$ cat config.mk
export PLATFORM = sky130hd
export DESIGN_NAME = utf8_to_code_point_decoder_top_flat
export DESIGN_NICKNAME = d
export VERILOG_FILES = /design/src/rtl/core/utfd_pkg.sv /design/src/rtl/core/utfd_req_if.sv /design/src/rtl/core/utfd_rsp_if.sv /design/src/rtl/core/utf8_to_code_point_decoder_top.sv /design/src/rtl/core/utfd_core.sv /design/src/rtl/core/utfd_seq.sv /design/src/flat_wrapper.sv
export VERILOG_INCLUDE_DIRS = /design/src /design/src/rtl/core
export SDC_FILE = /design/constraint.sdc
export NUM_CORES = 1
export LEC_CHECK = 0
export BUFFER_PORTS_ARGS = -buffer_cell sky130_fd_sc_hd__buf_2
export CAP_MARGIN = 40
export CORE_ASPECT_RATIO = 0.9
export CORE_MARGIN = 2
export CORE_UTILIZATION = 45
export CTS_CLUSTER_SIZE = 10
export DETAILED_ROUTE_END_ITERATION = 16
export HOLD_SLACK_MARGIN = 0.02
export MAX_ROUTING_LAYER = met4
export PLACE_DENSITY = 0.62
export SYNTH_ARGS = -nofsm -noshare
export SYNTH_HDL_FRONTEND = slang
export SYNTH_HIERARCHICAL = 1
export SYNTH_SLANG_ARGS = --single-unit
$ cat constraint.sdc
create_clock -name clock -period 11.9 [get_ports clock]
set_input_delay 2.38 -clock clock [delete_from_list [all_inputs] [get_ports clock]]
set_output_delay 2.38 -clock clock [all_outputs]
set_load 0.01 [all_outputs]
$ cat src/rtl/core/utf8_to_code_point_decoder_top_defines.svh
// assertion macros for the utf-8 decoder block
// used by utf8_to_code_point_decoder_top only
`ifndef UTF8_TO_CODE_POINT_DECODER_TOP_DEFINES_SVH
`define UTF8_TO_CODE_POINT_DECODER_TOP_DEFINES_SVH

// same-cycle implication
`define UTFD_ASSERT_NOW(label, clk, rst, ante, cons, msg) \
   label: assert property (@(posedge clk) disable iff (rst) (ante) |-> (cons)) else $error(msg);

// next-cycle implication
`define UTFD_ASSERT_NEXT(label, clk, rst, ante, cons, msg) \
   label: assert property (@(posedge clk) disable iff (rst) (ante) |=> (cons)) else $error(msg);

`endif

$ cat src/rtl/core/utfd_pkg.sv
// shared types, constants and helpers of the utf-8 decoder
// no dependencies
package utfd_pkg;

   localparam int unsigned CP_WIDTH   = 31;
   localparam int unsigned BYTE_WIDTH = 8;
   localparam int unsigned RAW_SLOTS  = 5;
   localparam int unsigned CNT_WIDTH  = 3;

   localparam logic [BYTE_WIDTH-1:0] CONT_TAG = 8'h80;
   localparam logic [1:0]            CONT_TOP = 2'b10;

   localparam logic [BYTE_WIDTH-1:0] MASK_LEN2 = 8'h1F;
   localparam logic [BYTE_WIDTH-1:0] MASK_LEN3 = 8'h0F;
   localparam logic [BYTE_WIDTH-1:0] MASK_LEN4 = 8'h07;
   localparam logic [BYTE_WIDTH-1:0] MASK_LEN5 = 8'h03;
   localparam logic [BYTE_WIDTH-1:0] MASK_LEN6 = 8'h01;

   localparam logic [CNT_WIDTH-1:0] LEN_NONE = 3'd0;
   localparam logic [CNT_WIDTH-1:0] LEN_2    = 3'd2;
   localparam logic [CNT_WIDTH-1:0] LEN_3    = 3'd3;
   localparam logic [CNT_WIDTH-1:0] LEN_4    = 3'd4;
   localparam logic [CNT_WIDTH-1:0] LEN_5    = 3'd5;
   localparam logic [CNT_WIDTH-1:0] LEN_6    = 3'd6;

   // results caused by one input byte
   typedef struct packed {
      logic [CNT_WIDTH-1:0]                  count;
      logic                                  eos;
      logic [CP_WIDTH-1:0]                   first;
      logic [RAW_SLOTS-1:0][BYTE_WIDTH-1:0]  raw;
   } run_type;

   // rebuild a gathered continuation byte, pos counts groups from the low end
   function automatic logic [BYTE_WIDTH-1:0] cont_byte(input logic [23:0] acc,
                                                       input logic [1:0]  pos);
      logic [5:0] bits;
      case (pos)
         2'd0:    bits = acc[5:0];
         2'd1:    bits = acc[11:6];
         2'd2:    bits = acc[17:12];
         default: bits = acc[23:18];
      endcase
      return CONT_TAG | {2'b00, bits};
   endfunction

endpackage

$ cat src/rtl/core/utfd_req_if.sv
// input channel of the utf-8 decoder: one string byte per word
// no dependencies
interface utfd_req_if;
   logic       valid;
   logic       ready;
   logic [7:0] data_byte;
   logic       end_of_string;

   modport source (output valid, output data_byte, output end_of_string, input ready);
   modport sink (input valid, input data_byte, input end_of_string, output ready);
endinterface

$ cat src/rtl/core/utfd_rsp_if.sv
// result channel of the utf-8 decoder: one code point per word
// no dependencies
interface utfd_rsp_if;
   logic        valid;
   logic        ready;
   logic [30:0] code_point;
   logic        last_in_run;
   logic        string_done;

   modport source (output valid, output code_point, output last_in_run,
                   output string_done, input ready);
   modport sink (input valid, input code_point, input last_in_run,
                 input string_done, output ready);
endinterface

$ cat src/rtl/core/utf8_to_code_point_decoder_top.sv
// utf-8 decoder top: input register, decode, result register
// a byte's first result passes the input register, then the result register
// throughput: one byte per cycle while results are taken; a byte causing results
// holds the next such byte till the result register, one word per cycle, ends it
// reset: synchronous, clears the input register, sequence state and result register
`include "utf8_to_code_point_decoder_top_defines.svh"
module utf8_to_code_point_decoder_top (
   input  logic       clock,
   input  logic       reset,
   utfd_req_if.sink   req_ch,
   utfd_rsp_if.source rsp_ch
);

   logic              in_v_ff;
   logic [7:0]        in_byte_ff;
   logic              in_eos_ff;
   logic              adv;
   logic              load;
   logic              can_load;
   utfd_pkg::run_type run;

   assign adv           = in_v_ff && ((run.count == 3'd0) || can_load);
   assign load          = adv && (run.count != 3'd0);
   assign req_ch.ready  = !in_v_ff || adv;

   always_ff @(posedge clock) begin
      if (reset) begin
         in_v_ff <= 1'b0;
      end else if (req_ch.ready) begin
         in_v_ff <= req_ch.valid;
      end
   end

   always_ff @(posedge clock) begin
      if (req_ch.ready && req_ch.valid) begin
         in_byte_ff <= req_ch.data_byte;
         in_eos_ff  <= req_ch.end_of_string;
      end
   end

   utfd_core u_core (
      .clock     (clock),
      .reset     (reset),
      .adv       (adv),
      .data_byte (in_byte_ff),
      .eos       (in_eos_ff),
      .run       (run)
   );

   utfd_seq u_seq (
      .clock    (clock),
      .reset    (reset),
      .run_in   (run),
      .load     (load),
      .can_load (can_load),
      .rsp      (rsp_ch)
   );

   `UTFD_ASSERT_NOW(a_run_fits, clock, reset, adv, run.count <= 3'd6, "run longer than six words")
   `UTFD_ASSERT_NOW(a_load_room, clock, reset, load, can_load, "run loaded over a busy result register")
   `UTFD_ASSERT_NEXT(a_in_hold, clock, reset, in_v_ff && !adv, in_v_ff && $stable(in_byte_ff), "held byte lost")
   `UTFD_ASSERT_NOW(a_done_last, clock, reset, rsp_ch.valid && rsp_ch.string_done, rsp_ch.last_in_run, "string end before run end")

endmodule

$ cat src/rtl/core/utfd_core.sv
// sequence state and single-pass decode of one byte into a run of results
// depends on utfd_pkg
module utfd_core (
   input  logic                clock,
   input  logic                reset,
   input  logic                adv,
   input  logic [7:0]          data_byte,
   input  logic                eos,
   output utfd_pkg::run_type   run
);

   logic [7:0]  lead_ff, lead_in;
   logic [2:0]  exp_ff, exp_in;
   logic [2:0]  gcnt_ff, gcnt_in;
   logic [30:0] acc_ff, acc_in;

   logic        open_seq;
   logic        is_cont;
   logic        complete;
   logic        extra;
   logic [2:0]  flen;
   logic [7:0]  fmask;
   logic [2:0]  g_cat;
   logic [30:0] acc_cat;
   logic [2:0]  src_g;
   logic [30:0] src_acc;
   logic [2:0]  pos;

   always_comb begin
      unique case (data_byte) inside
         [8'hC0:8'hDF]: begin flen = utfd_pkg::LEN_2;    fmask = utfd_pkg::MASK_LEN2; end
         [8'hE0:8'hEF]: begin flen = utfd_pkg::LEN_3;    fmask = utfd_pkg::MASK_LEN3; end
         [8'hF0:8'hF7]: begin flen = utfd_pkg::LEN_4;    fmask = utfd_pkg::MASK_LEN4; end
         [8'hF8:8'hFB]: begin flen = utfd_pkg::LEN_5;    fmask = utfd_pkg::MASK_LEN5; end
         [8'hFC:8'hFD]: begin flen = utfd_pkg::LEN_6;    fmask = utfd_pkg::MASK_LEN6; end
         default:       begin flen = utfd_pkg::LEN_NONE; fmask = 8'h00;               end
      endcase
   end

   assign open_seq = (exp_ff >= utfd_pkg::LEN_2);
   assign is_cont  = (data_byte[7:6] == utfd_pkg::CONT_TOP);
   assign g_cat    = gcnt_ff + 3'd1;
   assign acc_cat  = {acc_ff[24:0], data_byte[5:0]};
   assign complete = (({1'b0, g_cat} + 4'd1) >= {1'b0, exp_ff});
   assign extra    = (flen == utfd_pkg::LEN_NONE) || eos;

   always_comb begin
      lead_in   = lead_ff;
      exp_in    = exp_ff;
      gcnt_in   = gcnt_ff;
      acc_in    = acc_ff;
      src_g     = 3'd0;
      src_acc   = acc_ff;
      run.count = 3'd0;
      run.eos   = eos;
      run.first = {23'd0, lead_ff};
      pos       = 3'd0;

      if (open_seq && is_cont) begin
         if (complete) begin
            run.first = acc_cat;
            run.count = 3'd1;
            lead_in   = 8'h00;
            exp_in    = utfd_pkg::LEN_NONE;
            gcnt_in   = 3'd0;
            acc_in    = 31'd0;
         end else if (eos) begin
            src_g     = g_cat;
            src_acc   = acc_cat;
            run.count = 3'd1 + g_cat;
            lead_in   = 8'h00;
            exp_in    = utfd_pkg::LEN_NONE;
            gcnt_in   = 3'd0;
            acc_in    = 31'd0;
         end else begin
            gcnt_in = g_cat;
            acc_in  = acc_cat;
         end
      end else begin
         if (open_seq) begin
            src_g     = gcnt_ff;
            run.count = 3'd1 + gcnt_ff + {2'b00, extra};
         end else begin
            run.first = {23'd0, data_byte};
            run.count = {2'b00, extra};
         end
         if (extra) begin
            lead_in = 8'h00;
            exp_in  = utfd_pkg::LEN_NONE;
            gcnt_in = 3'd0;
            acc_in  = 31'd0;
         end else begin
            lead_in = data_byte;
            exp_in  = flen;
            gcnt_in = 3'd0;
            acc_in  = {23'd0, data_byte & fmask};
         end
      end

      for (int j = 0; j < utfd_pkg::RAW_SLOTS; j++) begin
         pos = src_g - 3'd1 - 3'(j);
         if (3'(j) < src_g) begin
            run.raw[j] = utfd_pkg::cont_byte(src_acc[23:0], pos[1:0]);
         end else begin
            run.raw[j] = data_byte;
         end
      end
   end

   always_ff @(posedge clock) begin
      if (reset) begin
         lead_ff <= 8'h00;
         exp_ff  <= utfd_pkg::LEN_NONE;
         gcnt_ff <= 3'd0;
         acc_ff  <= 31'd0;
      end else if (adv) begin
         lead_ff <= lead_in;
         exp_ff  <= exp_in;
         gcnt_ff <= gcnt_in;
         acc_ff  <= acc_in;
      end
   end

endmodule

$ cat src/rtl/core/utfd_seq.sv
// result register: holds one run and hands it out one word per cycle while words are taken
// depends on utfd_pkg and utfd_rsp_if
module utfd_seq (
   input  logic               clock,
   input  logic               reset,
   input  utfd_pkg::run_type  run_in,
   input  logic               load,
   output logic               can_load,
   utfd_rsp_if.source         rsp
);

   logic                                                 valid_ff;
   logic [utfd_pkg::CNT_WIDTH-1:0]                       count_ff;
   logic                                                 eos_ff;
   logic [utfd_pkg::CP_WIDTH-1:0]                        first_ff;
   logic [utfd_pkg::RAW_SLOTS-1:0][utfd_pkg::BYTE_WIDTH-1:0] raw_ff;

   logic pop;
   logic last;

   assign pop      = valid_ff && rsp.ready;
   assign last     = (count_ff == 3'd1);
   assign can_load = !valid_ff || (pop && last);

   assign rsp.valid       = valid_ff;
   assign rsp.code_point  = first_ff;
   assign rsp.last_in_run = last;
   assign rsp.string_done = eos_ff && last;

   always_ff @(posedge clock) begin
      if (reset) begin
         valid_ff <= 1'b0;
         count_ff <= 3'd0;
      end else if (load) begin
         valid_ff <= 1'b1;
         count_ff <= run_in.count;
      end else if (pop) begin
         valid_ff <= !last;
         count_ff <= count_ff - 3'd1;
      end
   end

   always_ff @(posedge clock) begin
      if (load) begin
         eos_ff   <= run_in.eos;
         first_ff <= run_in.first;
         raw_ff   <= run_in.raw;
      end else if (pop) begin
         first_ff <= {23'd0, raw_ff[0]};
         raw_ff   <= raw_ff >> utfd_pkg::BYTE_WIDTH;
      end
   end

endmodule
$ cat src/flat_wrapper.sv
// flat-port wrapper written by rule: the top's interface ports become plain ports
module utf8_to_code_point_decoder_top_flat 
  (clock, reset, req_ch_valid, req_ch_data_byte, req_ch_end_of_string, req_ch_ready, rsp_ch_valid, rsp_ch_code_point, rsp_ch_last_in_run, rsp_ch_string_done, rsp_ch_ready);
  utfd_req_if req_ch_i ();
  utfd_rsp_if rsp_ch_i ();
  input  logic clock;
  input  logic reset;
  input wire logic [$bits(req_ch_i.valid)-1:0] req_ch_valid;
  input wire logic [$bits(req_ch_i.data_byte)-1:0] req_ch_data_byte;
  input wire logic [$bits(req_ch_i.end_of_string)-1:0] req_ch_end_of_string;
  output wire logic [$bits(req_ch_i.ready)-1:0] req_ch_ready;
  output wire logic [$bits(rsp_ch_i.valid)-1:0] rsp_ch_valid;
  output wire logic [$bits(rsp_ch_i.code_point)-1:0] rsp_ch_code_point;
  output wire logic [$bits(rsp_ch_i.last_in_run)-1:0] rsp_ch_last_in_run;
  output wire logic [$bits(rsp_ch_i.string_done)-1:0] rsp_ch_string_done;
  input wire logic [$bits(rsp_ch_i.ready)-1:0] rsp_ch_ready;
  assign req_ch_i.valid = req_ch_valid;
  assign req_ch_i.data_byte = req_ch_data_byte;
  assign req_ch_i.end_of_string = req_ch_end_of_string;
  assign req_ch_ready = req_ch_i.ready;
  assign rsp_ch_valid = rsp_ch_i.valid;
  assign rsp_ch_code_point = rsp_ch_i.code_point;
  assign rsp_ch_last_in_run = rsp_ch_i.last_in_run;
  assign rsp_ch_string_done = rsp_ch_i.string_done;
  assign rsp_ch_i.ready = rsp_ch_ready;
  utf8_to_code_point_decoder_top u_core (.clock(clock), .reset(reset), .req_ch(req_ch_i), .rsp_ch(rsp_ch_i));
endmodule
==> metrics.md <==
| Metric | Value |
|---|---|
| Status | finished, final reports clean |
| Nets | 739 |
| P per Cell Area | between 100 and 150 nW/µm² |
| Final core utilization | 0.518 |
| Post-synth EDFFs | just over 80 |
| CP Data Arrival Time | ~4300 ps |
| Startpoint types | flop |
| H-Tree Depth | 4 |
| Drt pass-1 iters | 5 |
| Max-slew violations | 0 |
| I/O pins | 48 |
| CTS root buffer | clkbuf_16 |
| Avg Cell Area, Syn | 10.3 µm² |
| Max-Cap Viols | 0 |
| Syn_nets | 718 |
| Synth Register Bits | 125 |
| Ys Warns | 6 |
| Worst Hold Class | reg2reg |
| DRC | 0 |
| Core Rows | 43 |
| Number of diodes | 0 |
| First-pass GRT wire length | 30,300 µm |
| Die height | around 120 µm |
| Routed WL | 19,600 µm |
| CP Data Required Time | 9520 ps |
| Routed vias/inst | between 6 and 7 |
| Vias in the first global route | around 5,400 |
| Die X-Extent | ~140 µm |
| Clk Latency, worst-skew pair | roughly 420 ps |
| Largest net degree at the start of global routing | 75 |
| Worst slew pin tran | just over 900 ps |
| Sequential fraction of the synthesis area | 0.464 |
| Skew final | roughly 13 ps |
| VDD IR-drop max | approximately 96 µV |
| Gate Count Post-Synth | roughly 700 |
| Critical path class | reg2out |
| Num Clock Sinks | 125 |
| Crit Path Max Fanout | 18 |
| CTS Buffer Depth | 2 |
| Post-CTS Setup Inserts | 0 |
| Tmin final | roughly 6600 ps |
| Die area | 16,900 µm² |
| Dominant synthesized flop cell | edfxtp_1 |
| WL/cell | between 20 and 25 µm |
| CTS tree | done |
| Gr usage total | 0.248 |
| Gates resized, CTS repair | 0 |
| Initial antenna violation count | 0 |
| Max Clock Freq | about 150 MHz |
| Hold buffer count at CTS | 0 |
| Post-route ant nets | 0 |
| Dpl hpwl | between 10,000 and 15,000 µm |
| Core Region | around 15,000 µm² |
| Setup TNS | 0 ps |
| Ys async rst share | 0 |
| Via count | roughly 5,600 |
| Post-synthesis cell type count | 78 |
| Area delta synth->final | 12.1% |
| Hold Worst Slack | 455 ps |
| Final Wtd Congestion | between 0.9 and 1 |
| Nature of the critical path endpoint | output pin |
| Share of cells above drive strength 1 | 0.238 |
| Fin. Hold Viols | 0 |
| Initial detailed-routing violation count | 568 |
| Port bufs | 47 |
| Initial core utilization | 0.462 |
| Relative slew margins | 0.395 |
| Final setup violation count | 0 |
| Gr ovfl total | 0 |
| CTS buffer count | 17 |
| Synth Cell Area | just over 7000 µm² |
| Clock-pin transition on the worst setup and hold timing paths | around 60 ps |
| Tcrit/Tclk final | 0.557 |
| RSZ-0062 raised after global routing | no |
| LEAKAGE | 0.00281 µW |
[path summary, 6_finish.rpt]
| check | depth (start not counted) | end | startpoint | slack (ps) |
|---|---|---|---|---|
| worst max-delay path | 12 | req_ch_ready | u_core/u_core/gcnt_ff[0]$_SDFFE_PP0P_ | 5270 |
| worst max register to register | 13 | u_core/u_seq/raw_ff[7]$_DFFE_PP_ | u_core/u_core/gcnt_ff[0]$_SDFFE_PP0P_ | 6780 |
| worst min register to register | 2 | u_core/u_core/lead_ff[5]$_SDFFE_PP0P_ | u_core/u_core/lead_ff[5]$_SDFFE_PP0P_ | 460 |
| worst min-delay path | 2 | u_core/u_core/lead_ff[5]$_SDFFE_PP0P_ | u_core/u_core/lead_ff[5]$_SDFFE_PP0P_ | 460 |
[metrics by stage]
step	worst slack, ps	total power (µW)	cell area [µm²]	instances
5_1_grt	4970	1160	8000	932
2_1_floorplan	6410	594	7140	696
6_report	5270	1120	8000	932
3_5_place_dp	5760	627	7430	900
4_1_cts	5290	1130	8000	932
3_3_place_gp	5810	622	7380	897
[layout make-up]
class                      instances  area (µm²)
clock buffer                      18         439
clock inverter                    14         131
fill                            1404        7440
inverter                          16        60.1
multi-input combinational        501        3480
sequential                       125        3310
tap                              202         253
timing repair buffer              56         327
[worst max-delay path: stages, from the launching register on]
cell       delay [ps]
dfxtp_1           660
ha_1              360
xnor2_1           260
xnor2_1           120
ha_1              290
o21ai_1           130
o2111ai_2         710
nor2_1            150
a221oi_1          330
a21oi_1           120
or3_4             450
nand3_1           100
buf_2             130
[cells in the mapped netlist, types with 6 or more instances]
cell | number | area share
ha_1 | 9 | 0.016
nor2_1 | 23 | 0.012
and3_1 | 9 | 0.0079
nand4_1 | 12 | 0.011
o21ai_1 | 8 | 0.0056
o2bb2ai_1 | 6 | 0.0074
dfxtp_1 | 44 | 0.12
nand2b_1 | 26 | 0.023
inv_1 | 16 | 0.0084
o22a_1 | 6 | 0.0074
buf_6 | 8 | 0.013
and2_1 | 56 | 0.049
buf_4 | 8 | 0.0084
nand2_1 | 33 | 0.017
mux2_2 | 51 | 0.080
a21oi_1 | 54 | 0.038
nand3_1 | 61 | 0.043
o211ai_1 | 13 | 0.014
clkbuf_1 | 21 | 0.011
o221ai_1 | 8 | 0.0098
a22oi_1 | 8 | 0.0084
o21ai_0 | 35 | 0.025
buf_2 | 14 | 0.0098
edfxtp_1 | 81 | 0.34
[per-layer routing]
layer / GRT usage / up-vias / wire (µm)
met1: 0.317 / 2764 / 8930
met2: 0.399 / 185 / 9460
met3: 0.0455 / 28 / 905
li1: - / 2630 / -
met5: - / - / 0
met4: 0.0794 / 0 / 318
[cells in the final DEF (no fill, tap or decap), types with 9 or more instances in the layout]
cell       instances
o21ai_0           35
nor2_1            23
nand2_1           32
ha_1               9
a21oi_1           54
mux2_2            51
o211ai_1          13
nand4_1           12
nand2b_1          26
buf_2             47
edfxtp_1          81
clkbuf_16         17
and2_1            56
nand3_1           61
dfxtp_1           44
inv_1             16
[cells by family (layout without fill, tap and decap cells)]
family,after synthesis,count (layout),share of synthesized area
AO/OA/AOI/OAI,187,187,0.183
XOR/XNOR,7,7,0.00964
adder cells (fa/ha/maj),9,9,0.0158
buffers and inverters,70,104,0.0521
flip-flops,125,125,0.464
multiplexers,57,57,0.0892
AND/OR/NAND/NOR,241,241,0.186
[state kept, by name, indices dropped and copies added (netlist names), 3 cells and up]
name	cells
u_core/u_core/acc_ff	25
u_core/u_core/lead_ff	8
u_core/in_byte_ff	8
u_core/u_seq/count_ff	3
u_core/u_core/exp_ff	3
u_core/u_seq/rsp.code_point	31
u_core/u_core/gcnt_ff	3
u_core/u_seq/raw_ff	40
[power breakdown]
part           leakage, µW  internal (µW)  switching (µW)
sequential         0.00113            496            14.8
combinational      0.00141           44.9            62.5
clock             0.000271            296             207
(Power assumes the default switching activity.)
